File: src/sv/audio_capture_pingpong_peak_meter_assert.svh
// assertion macros shared by the capture block
`ifndef AUDIO_CAPTURE_PINGPONG_PEAK_METER_ASSERT_SVH
`define AUDIO_CAPTURE_PINGPONG_PEAK_METER_ASSERT_SVH

// same-cycle implication, clocked on clk, off during reset
`define APC_ASSERT_NOW(label, ante, cons, msg) \
	label: assert property (@(posedge clk) disable iff (!arst_n) (ante) |-> (cons)) \
		else $error(msg);

// next-cycle implication, clocked on clk, off during reset
`define APC_ASSERT_NEXT(label, ante, cons, msg) \
	label: assert property (@(posedge clk) disable iff (!arst_n) (ante) |=> (cons)) \
		else $error(msg);

`endif

File: src/sv/apc_pkg.sv
`timescale 1ns / 1ps
`default_nettype none

package apc_pkg;

	// buffer geometry
	localparam int unsigned BANK_WORDS = 65536;
	localparam int unsigned WIDX_W     = $clog2(BANK_WORDS + 1);

	// field widths
	localparam int unsigned SAMPLE_W   = 24;
	localparam int unsigned FLOOR_W    = 23;
	localparam int unsigned WINDOW_W   = 16;
	localparam int unsigned STORE_W    = 16;
	localparam int unsigned FLEN_W     = 17;
	localparam int unsigned CFG_IDX_W  = 2;
	localparam int unsigned CFG_DATA_W = 24;

	// channel modes
	localparam logic [1:0] MODE_MONO   = 2'd0;
	localparam logic [1:0] MODE_STEREO = 2'd1;
	localparam logic [1:0] MODE_QUAD   = 2'd2;

	// register indexes
	localparam logic [CFG_IDX_W-1:0] REG_CHANNEL_MODE  = 2'd0;
	localparam logic [CFG_IDX_W-1:0] REG_FLOOR_LEVEL   = 2'd1;
	localparam logic [CFG_IDX_W-1:0] REG_WINDOW_LENGTH = 2'd2;
	localparam logic [CFG_IDX_W-1:0] REG_CLIP_LEVEL    = 2'd3;

	// reset values of the registers
	localparam logic [1:0]          RST_CHANNEL_MODE  = MODE_STEREO;
	localparam logic [FLOOR_W-1:0]  RST_FLOOR_LEVEL   = 23'd1;
	localparam logic [WINDOW_W-1:0] RST_WINDOW_LENGTH = 16'd4096;
	localparam logic [SAMPLE_W-1:0] RST_CLIP_LEVEL    = 24'd8388608;

	typedef logic [SAMPLE_W-1:0] mag_t;

	// meter settings handed to each meter
	typedef struct packed {
		logic [FLOOR_W-1:0]  floor_level;
		logic [WINDOW_W-1:0] window_length;
	} meter_cfg_t;

	// magnitude of a Q1.23 sample, full scale negative gives 0x800000
	function automatic mag_t mag24(input logic [SAMPLE_W-1:0] x);
		mag24 = x[SAMPLE_W-1] ? (~x + 1'b1) : x;
	endfunction

	function automatic mag_t umax(input mag_t a, input mag_t b);
		umax = (a > b) ? a : b;
	endfunction

endpackage

`default_nettype wire

File: src/sv/apc_meter.sv
`timescale 1ns / 1ps
`default_nettype none

module apc_meter (
	input  logic              clk,
	input  logic              arst_n,
	input  apc_pkg::meter_cfg_t cfg,
	input  logic              step,
	input  apc_pkg::mag_t     mag,
	output apc_pkg::mag_t     held_next
);
	import apc_pkg::*;

	mag_t                running_q;
	mag_t                held_q;
	logic [WINDOW_W-1:0] count_q;

	mag_t level;
	logic in_window;

	// floor the magnitude, check whether the window is still open
	assign level     = umax({1'b0, cfg.floor_level}, mag);
	assign in_window = count_q < cfg.window_length;

	// held peak as it stands after this step
	assign held_next = (step && !in_window) ? running_q : held_q;

	// running max, window count and held peak
	always_ff @(posedge clk or negedge arst_n) begin
		if (!arst_n) begin
			running_q <= '0;
			held_q    <= '0;
			count_q   <= '0;
		end else if (step) begin
			if (in_window) begin
				running_q <= umax(running_q, level);
				count_q   <= count_q + 1'b1;
			end else begin
				held_q    <= running_q;
				running_q <= level;
				count_q   <= WINDOW_W'(1);
			end
		end
	end

endmodule

`default_nettype wire

File: src/sv/audio_capture_pingpong_peak_meter.sv
`timescale 1ns / 1ps
`default_nettype none

// channel  | signals                         | direction
// ---------+---------------------------------+----------
// in       | in_valid/in_ready, samples, rec | sink
// out      | out_valid/out_ready, results    | source
// cfg      | cfg_valid/cfg_ready, index/data | sink, always ready
//
// one word per cycle sustained: an input register feeds one pass of logic
// into the output register, so each word passes the input then the output register.
// the next word is taken while a finished result waits on out_ready.
// the stages stall only when the output register is held by out_ready low.
// reset clears meters, buffer address and config to defaults; no sweep.

module audio_capture_pingpong_peak_meter (
	input  logic                                 clk,
	input  logic                                 arst_n,
	// input words
	input  logic                                 in_valid,
	output logic                                 in_ready,
	input  logic signed [apc_pkg::SAMPLE_W-1:0]  sample_a,
	input  logic signed [apc_pkg::SAMPLE_W-1:0]  sample_b,
	input  logic signed [apc_pkg::SAMPLE_W-1:0]  sample_c,
	input  logic signed [apc_pkg::SAMPLE_W-1:0]  sample_d,
	input  logic                                 record_enable,
	// result words
	output logic                                 out_valid,
	input  logic                                 out_ready,
	output logic                                 store_valid,
	output logic                                 store_bank,
	output logic [apc_pkg::STORE_W-1:0]          store_index,
	output logic                                 flush_valid,
	output logic                                 flush_bank,
	output logic [apc_pkg::FLEN_W-1:0]           flush_length,
	output logic                                 flush_keep_open,
	output logic [apc_pkg::SAMPLE_W-1:0]         peak_left,
	output logic [apc_pkg::SAMPLE_W-1:0]         peak_right,
	output logic                                 clip,
	// register writes
	input  logic                                 cfg_valid,
	output logic                                 cfg_ready,
	input  logic [apc_pkg::CFG_IDX_W-1:0]        cfg_index,
	input  logic [apc_pkg::CFG_DATA_W-1:0]       cfg_data
);
	import apc_pkg::*;

	`include "audio_capture_pingpong_peak_meter_assert.svh"

	localparam logic [WIDX_W:0] BANK_LIMIT = (WIDX_W + 1)'(BANK_WORDS);

	// config registers
	logic [1:0]          mode_q;
	logic [FLOOR_W-1:0]  floor_q;
	logic [WINDOW_W-1:0] window_q;
	mag_t                clip_level_q;

	// buffer address state
	logic [WIDX_W-1:0] widx_q;
	logic              bank_q;

	// input stage
	logic                valid_s1;
	logic [SAMPLE_W-1:0] a_s1, b_s1, c_s1, d_s1;
	logic                rec_s1;

	// output register
	logic                out_valid_q;
	logic                s_valid_q, s_bank_q, f_valid_q, f_bank_q, f_keep_q, clip_q;
	logic [STORE_W-1:0]  s_index_q;
	logic [FLEN_W-1:0]   f_len_q;
	mag_t                pl_q, pr_q;

	logic adv;

	assign cfg_ready = 1'b1;

	// config writes
	always_ff @(posedge clk or negedge arst_n) begin
		if (!arst_n) begin
			mode_q       <= RST_CHANNEL_MODE;
			floor_q      <= RST_FLOOR_LEVEL;
			window_q     <= RST_WINDOW_LENGTH;
			clip_level_q <= RST_CLIP_LEVEL;
		end else if (cfg_valid && cfg_ready) begin
			case (cfg_index)
				REG_CHANNEL_MODE:  mode_q       <= cfg_data[1:0];
				REG_FLOOR_LEVEL:   floor_q      <= cfg_data[FLOOR_W-1:0];
				REG_WINDOW_LENGTH: window_q     <= cfg_data[WINDOW_W-1:0];
				REG_CLIP_LEVEL:    clip_level_q <= cfg_data[SAMPLE_W-1:0];
				default: ;
			endcase
		end
	end

	// handshake of the two stages
	assign adv      = valid_s1 && (!out_valid_q || out_ready);
	assign in_ready = !valid_s1 || adv;

	always_ff @(posedge clk or negedge arst_n) begin
		if (!arst_n) begin
			valid_s1 <= 1'b0;
		end else if (in_ready) begin
			valid_s1 <= in_valid;
		end
	end

	// input payload
	always_ff @(posedge clk) begin
		if (in_valid && in_ready) begin
			a_s1   <= sample_a;
			b_s1   <= sample_b;
			c_s1   <= sample_c;
			d_s1   <= sample_d;
			rec_s1 <= record_enable;
		end
	end

	// mode decode
	logic       mono, quad;
	logic [2:0] words;

	assign mono  = mode_q == MODE_MONO;
	assign quad  = mode_q[1];
	assign words = mono ? 3'd1 : (quad ? 3'd4 : 3'd2);

	// meter inputs
	mag_t       ma, mb, mc, md, mag_l, mag_r, held_l, held_r;
	meter_cfg_t mcfg;

	assign ma    = mag24(a_s1);
	assign mb    = mag24(b_s1);
	assign mc    = mag24(c_s1);
	assign md    = mag24(d_s1);
	assign mag_l = quad ? umax(ma, mc) : ma;
	assign mag_r = quad ? umax(mb, md) : mb;
	assign mcfg  = '{floor_level: floor_q, window_length: window_q};

	apc_meter u_meter_l (
		.clk       (clk),
		.arst_n    (arst_n),
		.cfg       (mcfg),
		.step      (adv),
		.mag       (mag_l),
		.held_next (held_l)
	);

	apc_meter u_meter_r (
		.clk       (clk),
		.arst_n    (arst_n),
		.cfg       (mcfg),
		.step      (adv && !mono),
		.mag       (mag_r),
		.held_next (held_r)
	);

	// ping-pong addressing
	logic [WIDX_W:0]   words_x, wsum0, wsum1;
	logic [WIDX_W-1:0] wi1, wi2, widx_d;
	logic              over0, over1, bank1, bank_d;
	logic              s_valid, s_bank, f_valid, f_bank, f_keep;
	logic [WIDX_W-1:0] s_index, f_len;

	always_comb begin
		words_x = (WIDX_W + 1)'(words);
		wsum0   = {1'b0, widx_q} + words_x;
		over0   = wsum0 > BANK_LIMIT;
		wi1     = over0 ? '0 : widx_q;
		bank1   = over0 ? ~bank_q : bank_q;
		wi2     = wi1 + WIDX_W'(words);
		wsum1   = {1'b0, wi2} + words_x;
		over1   = !over0 && (wsum1 > BANK_LIMIT);

		s_valid = 1'b0;
		s_bank  = 1'b0;
		s_index = '0;
		f_valid = 1'b0;
		f_bank  = 1'b0;
		f_len   = '0;
		f_keep  = 1'b0;
		widx_d  = widx_q;
		bank_d  = bank_q;

		if (rec_s1) begin
			s_valid = 1'b1;
			s_bank  = bank1;
			s_index = wi1;
			widx_d  = wi2;
			bank_d  = bank1;
			// frame would not fit after a mode change
			if (over0) begin
				f_valid = 1'b1;
				f_bank  = bank_q;
				f_len   = widx_q;
				f_keep  = 1'b1;
			end
			// bank full after this frame
			if (over1) begin
				f_valid = 1'b1;
				f_bank  = bank1;
				f_len   = wi2;
				f_keep  = 1'b1;
				widx_d  = '0;
				bank_d  = ~bank1;
			end
		end else if (widx_q != '0) begin
			// stop with data gathered
			f_valid = 1'b1;
			f_bank  = bank_q;
			f_len   = widx_q;
			widx_d  = '0;
			bank_d  = 1'b0;
		end
	end

	always_ff @(posedge clk or negedge arst_n) begin
		if (!arst_n) begin
			widx_q <= '0;
			bank_q <= 1'b0;
		end else if (adv) begin
			widx_q <= widx_d;
			bank_q <= bank_d;
		end
	end

	// peaks and clip after this word
	mag_t pl, pr, top;

	assign pl  = held_l;
	assign pr  = mono ? '0 : held_r;
	assign top = umax(pl, pr);

	// output register
	always_ff @(posedge clk or negedge arst_n) begin
		if (!arst_n) begin
			out_valid_q <= 1'b0;
		end else if (adv) begin
			out_valid_q <= 1'b1;
		end else if (out_ready) begin
			out_valid_q <= 1'b0;
		end
	end

	always_ff @(posedge clk) begin
		if (adv) begin
			s_valid_q <= s_valid;
			s_bank_q  <= s_bank;
			s_index_q <= STORE_W'(s_index);
			f_valid_q <= f_valid;
			f_bank_q  <= f_bank;
			f_len_q   <= FLEN_W'(f_len);
			f_keep_q  <= f_keep;
			pl_q      <= pl;
			pr_q      <= pr;
			clip_q    <= top >= clip_level_q;
		end
	end

	assign out_valid       = out_valid_q;
	assign store_valid     = s_valid_q;
	assign store_bank      = s_bank_q;
	assign store_index     = s_index_q;
	assign flush_valid     = f_valid_q;
	assign flush_bank      = f_bank_q;
	assign flush_length    = f_len_q;
	assign flush_keep_open = f_keep_q;
	assign peak_left       = pl_q;
	assign peak_right      = pr_q;
	assign clip            = clip_q;

	// checks
	`APC_ASSERT_NOW(a_widx_bound, 1'b1, {1'b0, widx_q} <= BANK_LIMIT, "write index past bank end")
	`APC_ASSERT_NOW(a_stop_no_store, out_valid_q && f_valid_q && !f_keep_q, !s_valid_q, "stop flush with store")
	`APC_ASSERT_NOW(a_keep_nonempty, out_valid_q && f_valid_q && f_keep_q, f_len_q != '0, "handoff flush of empty bank")
	`APC_ASSERT_NEXT(a_stop_bank0, adv && f_valid && !f_keep, bank_q == 1'b0 && widx_q == '0, "stop did not return to bank 0")
	`APC_ASSERT_NOW(a_stall_full, !in_ready, valid_s1 && out_valid_q, "input stalled with free stage")

endmodule

`default_nettype wire

File: config.mk
export PLATFORM = sky130hd
export DESIGN_NAME = audio_capture_pingpong_peak_meter
export DESIGN_NICKNAME = d
export VERILOG_FILES = /design/src/sv/apc_pkg.sv /design/src/sv/apc_meter.sv /design/src/sv/audio_capture_pingpong_peak_meter.sv
export VERILOG_INCLUDE_DIRS = /design/src /design/src/sv
export SDC_FILE = /design/constraint.sdc
export NUM_CORES = 1
export LEC_CHECK = 0
export BUFFER_PORTS_ARGS = -buffer_cell sky130_fd_sc_hd__buf_2
export CAP_MARGIN = 20
export CORE_AREA = 2 2 238 240
export DETAILED_ROUTE_END_ITERATION = 10
export DIE_AREA = 0 0 240 242
export HOLD_SLACK_MARGIN = 0.1
export MAX_ROUTING_LAYER = met4
export REMOVE_ABC_BUFFERS = 1
export SKIP_CTS_REPAIR_TIMING = 1
export SYNTH_ARGS = -nofsm -noshare
export SYNTH_HDL_FRONTEND = slang
export SYNTH_SLANG_ARGS = --single-unit
export TNS_END_PERCENT = 20
File: constraint.sdc
create_clock -name clk -period 10.1 [get_ports clk]
set_input_delay 0.505 -clock clk [delete_from_list [all_inputs] [get_ports clk]]
set_output_delay 0.505 -clock clk [all_outputs]
set_load 0.005 [all_outputs]
# Yosys cells after proc, flatten, opt, wreduce, memory -nomap -nowiden
# Cells that the tools add are included.
# word_totals
elab_cells	136
output_inout_bits	90
inputBits	128
reg_bits	397
# classes
n_mux	45
reduce_logical	28
n_addsub	9
magnitude_cmp	12
n_bitwise	8
eq_ne	5
# ops
cell	count
two-way mux 24 bit	18
two-way mux 17 bit	8
greater-than comparator 24 bit	5
adder 24 x 1 -> 24 bit (second input constant)	4
NOT 24 bit	4
greater-than comparator 23 x 24 -> 1 bit	2
adder 17 x 3 -> 18 bit	2
greater-than comparator 18 x 17 -> 1 bit (second input constant)	2
adder 16 x 1 -> 16 bit (second input constant)	2
< comparator 16 bit	2
two-way mux 16 bit	2
>= comparator 24 bit	1
AND reduction 2 bit	9
adder 17 x 3 -> 17 bit	1
nonzero test 17 bit	1
two-way mux 1 bit	15
logical AND 1 bit	6
zero test 1 bit	6
two-way mux 3 bit	2
equality test 2 bit (second input constant)	2
zero test 2 bit	2
!= test 2 bit (second input constant)	2
NOT 1 bit	4
nonzero test 2 bit	2
2 further kinds	3

# Longest topological paths before layout
# depth
word_depth	11
ltp_mapped	47

# Hierarchy
# Synthesis repeated with hierarchy kept, for this count alone.
# hier_totals
hier_cells	2271
area_unflattened_um2	24462.2
# by_module_without_submodules
mod	cells_per_inst	instances	area_each_um2
audio_capture_pingpong_peak_meter	1419	1	15846.4
apc_meter	426	2	4307.9

# Least setup slack after synthesis
# Ideal clock, no wire load.
# synth_path
path_type	reg-to-reg
startpoint	register d_s1[2]
endpoint	register u_meter_r.running_q[23]
setup_ps	136
n_path_buf	7
t_arrival_ps	8372
stages_incl_launch_ff	42
slack_ps	1591
synth_period_minus_slack_ps	8509
required_ps	9964
cell_sequence	edfxtp_1 > or4_1 > buf_2 > nor3_4 > nand2_2 > or4_4 > or2_4 > or4b_4 > ha_1 > nand4_1 > nor4_1 > o21ai_1 > a21oi_2 > nand2b_1 > buf_2 > buf_4 > mux2_2 > ha_1 > (+6 left out) > a21o_1 > a31o_2 > or3_1 > buf_6 > buf_12 > mux2_4 > ha_1 > nand4_1 > nor3_1 > and4_1 > a221o_1 > a21oi_1 > o21ai_0 > nor2_1 > o31ai_1 > clkbuf_1 > clkbuf_1 > o21ai_0
# synth_via
elab_chain_cells	11
# synth_rtl
item	line_no	text
start, declared	audio_capture_pingpong_peak_meter.sv:64	logic [SAMPLE_W-1:0] a_s1, b_s1, c_s1, d_s1;
start signal, assigned	audio_capture_pingpong_peak_meter.sv:114	d_s1 <= sample_d;
NOT 24 bit	apc_pkg.sv:46	mag24 = x[SAMPLE_W-1] ? (~x + 1'b1) : x;
adder 24 x 1 -> 24 bit	apc_pkg.sv:46	
two-way mux 24 bit *	apc_pkg.sv:46	
greater-than comparator 24 bit	apc_pkg.sv:50	umax = (a > b) ? a : b;
two-way mux 24 bit *	apc_pkg.sv:50	
two-way mux 24 bit *	audio_capture_pingpong_peak_meter.sv:136	assign mag_r = quad ? umax(mb, md) : mb;
greater-than comparator 23 x 24 -> 1 bit	apc_pkg.sv:50	
two-way mux 24 bit *	apc_pkg.sv:50	
greater-than comparator 24 bit	apc_pkg.sv:50	
!= test 2 bit (no source line)	--	
AND reduction 2 bit (no source line)	--	
end signal, assigned	apc_meter.sv:36	running_q <= umax(running_q, level);
end signal, assigned	apc_meter.sv:40	running_q <= level;
end, declared	apc_meter.sv:14	mag_t running_q;
# Every way passes the cells marked *; elsewhere a longest branch is shown, timed or not. The select of a mux whose other input is x is not followed.
# A chain may end at the register's enable or synchronous reset.

# Worst setup path in the final report
# layout_path
startpoint	register d_s1[2]
endpoint	register u_meter_r.running_q[4]
# Same word-level chain as after synthesis.

==> run_results.csv <==
group,metric,value,unit
flow_run,drv_cap,0,
logic_synthesis,synthArstFlopShare,53.7,%
sta,worst_pin_slew,1.05,ns
sta,rsz0062_at_grt,"false",
setup_path,end_kind,"flop",
setup_path,cp.depth,38,
sta,fmaxAchievable,0.106,GHz
sta,fin_crit_sh,93.6,%
clocking,htreeDepth,2,
sta,post-route-min-period,9.46,ns
floorplanning,die_w,240,µm
pwr,p_seq_share,36.5,%
floorplanning,ios,218,
logic_synthesis,ys_types,94,
final_layout,drive_above_1_share,21.5,%
detailed_routing,wl,67700,µm
logic_synthesis,synth_seq_cells,397,
pwr,p_clk_share,27.6,%
pwr,swShare,34.6,%
setup_path,crit_family,"simple AND/OR/NAND/NOR gates",
detailed_routing,dr_total_vias,18455,
place,dp_hpwl,51700,µm
final_layout,multi_input_area,12800,µm²
place,gp_congestion,0.945,
final_layout,syn2layout_area_growth,17.7,%
logic_synthesis,yosys.area.top_type,"edfxtp_1",
hold_path,hold-path-cell-count,2,
setup_path,crit_buf_inv,3,
detailed_routing,drc,0,
logic_synthesis,ys_seq_area_share,43.8,%
logic_synthesis,synth_flop_cell,"dfrtp_1",
logic_synthesis,postSynthAreaPerCell,10.8,µm²
logic_synthesis,synth.area.top_cells,"edfxtp_1 (22%), dfrtp_1 (21%), ha_1 (12%), mux2_2 (8.3%), inv_1 (3.2%)",
outcome,status,"complete, no violations",
floorplanning,num_rows,87,
setup_path,crit_required,10.61,ns
setup_path,startpoint_type,"flop",
global_routing,grt_pass1_wl,106000,µm
clocking,cts_buffers,45,
final_layout,seq_area,10900,µm²
sta,tns,0,ns
pwr,irDropWorstVdd,117,µV
floorplanning,start_util,44.5,%
place,io_buffers,216,
logic_synthesis,synth_edf_count,184,
pwr,p_sw,2.12,mW
detailed_routing,antenna_left,0,
setup_path,reg2regPathDepth,38,
final_layout,fin_nets,2963,
sta,hold_viol_final,0,
final_layout,n_antenna_cell,0,
pwr,intPower,4.01,mW
global_routing,grt_start_max_net_pins,146,
sta,clock_skew,0.0170,ns
pwr,power_frac_comb,35.9,%
logic_synthesis,yosysWarnings,0,
logic_synthesis,syn_inst,2296,
clocking,clk_pin_slew,0.06,ns
setup_path,slowest_delay,0.70,ns
place,place_ws,0.611,ns
setup_path,arrival,9.96,ns
hold_path,hp-class,"in -> reg",
detailed_routing,via_per_inst,5.44,
sta,slew_headroom,29.4,%
global_routing,antenna_found_initial,1,
floorplanning,core,55700,µm²
global_routing,grt_pass1_vias,18582,
floorplanning,die_y,242,µm
detailed_routing,first_iter_violations,1080,
sta,fin_ws,0.644,ns
pwr,p_leak,13.3,nW
final_layout,final.fill_count,4995,
pwr,power_density,210,nW/µm²
setup_path,critPathMaxFanout,40,
sta,setup_viol,0,
setup_path,path_class,"reg -> reg",
detailed_routing,drtPass1Iterations,5,
clocking,clk_latency,0.59,ns
clocking,cts_max_path_buffers,3,
logic_synthesis,synthesis.area,24800,µm²
clocking,cts.sinks,397,
final_layout,layout.cells.non_filler,3391,
detailed_routing,wl_per_cell,20.0,µm
sta,maxSlewViolCount,0,
global_routing,overflow,0,
clocking,root_buffer,"clkbuf_16",
clocking,cts_tree,"yes",
global_routing,grtUsageTotal,24.0,%
floorplanning,dieArea,58100,µm²
setup_path,crit_slowest_cell,"or4_1",
place,placed_cells,3218,
logic_synthesis,yosysTopAreaCellShare,22.3,%
==> worst paths after layout <==
check	start	endpoint	slack, ns
worst max-delay path	d_s1[2]	u_meter_r.running_q[4]	0.64
worst min-delay path	in_valid	valid_s1	0.13
worst max register to register	d_s1[2]	u_meter_r.running_q[4]	0.64
worst min register to register	u_meter_r.held_q[15]	u_meter_r.held_q[15]	0.48
max in group asynchronous	arst_n	u_meter_l.held_q[15]	8.34
min in group asynchronous	arst_n	out_valid	0.48
==> final cells by class <==
type | instances | area share [%]
inverter | 210 | 2.71
multi-input combinational | 1610 | 43.8
tap | 756 | 3.24
clock buffer | 58 | 4.27
timing repair buffer | 336 | 7.79
clock inverter | 24 | 0.943
sequential | 397 | 37.2
==> synthesized netlist by cell type, types with 7 or more instances <==
master	instances
ha_1	232
dfrtp_1	209
inv_1	209
edfxtp_1	184
mux2_2	182
nor2_1	130
nand2_1	122
o21ai_0	101
xor2_1	89
a21oi_1	72
clkbuf_1	61
a21o_1	60
mux2i_1	56
nand4_1	41
xnor2_1	38
nor3_1	36
nand3_1	35
nor2b_1	34
nand2b_1	31
o31ai_1	29
and3_1	25
nor4_1	25
or3_1	24
mux2_4	20
o21a_1	20
o21ai_1	20
o41ai_1	13
and4_1	11
o211ai_1	11
a31oi_1	10
or4_1	10
and2_1	9
or2_2	9
buf_2	7
o2111ai_1	7
==> registers in the layout (all words and copies together) (netlist names), 2 cells and up <==
register             cells
window_q                16
u_meter_r.count_q       16
clip_level_q            24
a_s1                    24
c_s1                    24
floor_q                 23
mode_q                   2
d_s1                    24
peak_right              24
u_meter_l.running_q     24
peak_left               24
u_meter_l.count_q       16
flush_length            17
u_meter_l.held_q        24
u_meter_r.running_q     24
widx_q                  17
store_index             16
u_meter_r.held_q        24
b_s1                    24
==> power groups by stage <==
stage / combinational [mW] / sequential [mW] / clock [mW]
finish: 2.20 / 2.24 / 1.69
global route: 2.48 / 2.27 / 1.80
CTS: 2.17 / 2.24 / 1.73
detailed placement: 2.15 / 2.27 / 0
global placement: 2.09 / 2.26 / 0
floorplan: 1.55 / 2.16 / 0
==> through the flow <==
| step | area (µm²) | utilization, % | power [mW] | hold slack (ns) |
|---|---|---|---|---|
| floorplan | 24400 | - | 3.71 | 0.209 |
| global placement | 26700 | 48.0 | 4.35 | 0.465 |
| detailed placement | 26700 | 48.0 | 4.42 | 0.466 |
| CTS | 28300 | 50.7 | 6.14 | -0.0748 |
| global route | 29200 | 52.4 | 6.55 | 0.0999 |
| finish | 29200 | 52.4 | 6.13 | 0.132 |
==> routing by layer <==
layer / GRT usage, % / wire length (µm)
met1: 30.5 / 29600
met4: 6.41 / 1800
met3: 3.07 / 2630
met5: - / 0
met2: 40.3 / 33700
==> layout by cell type, fill, tap and decap left out, types with 28 or more instances in the layout <==
cell / count
o31ai_1: 28
inv_1: 209
nor2_1: 128
o21ai_0: 100
buf_2: 215
mux2i_1: 56
nor3_1: 36
a21oi_1: 72
clkbuf_16: 45
ha_1: 232
nand2_1: 122
dfrtp_1: 209
nand3_1: 35
a21o_1: 60
xor2_1: 89
dlygate4sd3_1: 88
nand2b_1: 31
nor2b_1: 34
edfxtp_1: 184
xnor2_1: 38
mux2_2: 182
nand4_1: 41
==> logic make-up after synthesis <==
| group | count (synthesis) | synth area share, % |
|---|---|---|
| adder cells (fa/ha/maj) | 238 | 12.1 |
| XOR/XNOR | 127 | 4.49 |
| multiplexers | 260 | 11.8 |
| flip-flops | 397 | 43.8 |
| AND/OR/NAND/NOR | 570 | 11.9 |
| AO/OA/AOI/OAI | 414 | 11.1 |
| other | 1 | 0.0151 |
| buffers and inverters | 289 | 4.69 |
Note: power is estimated with default switching activity, not from simulation.
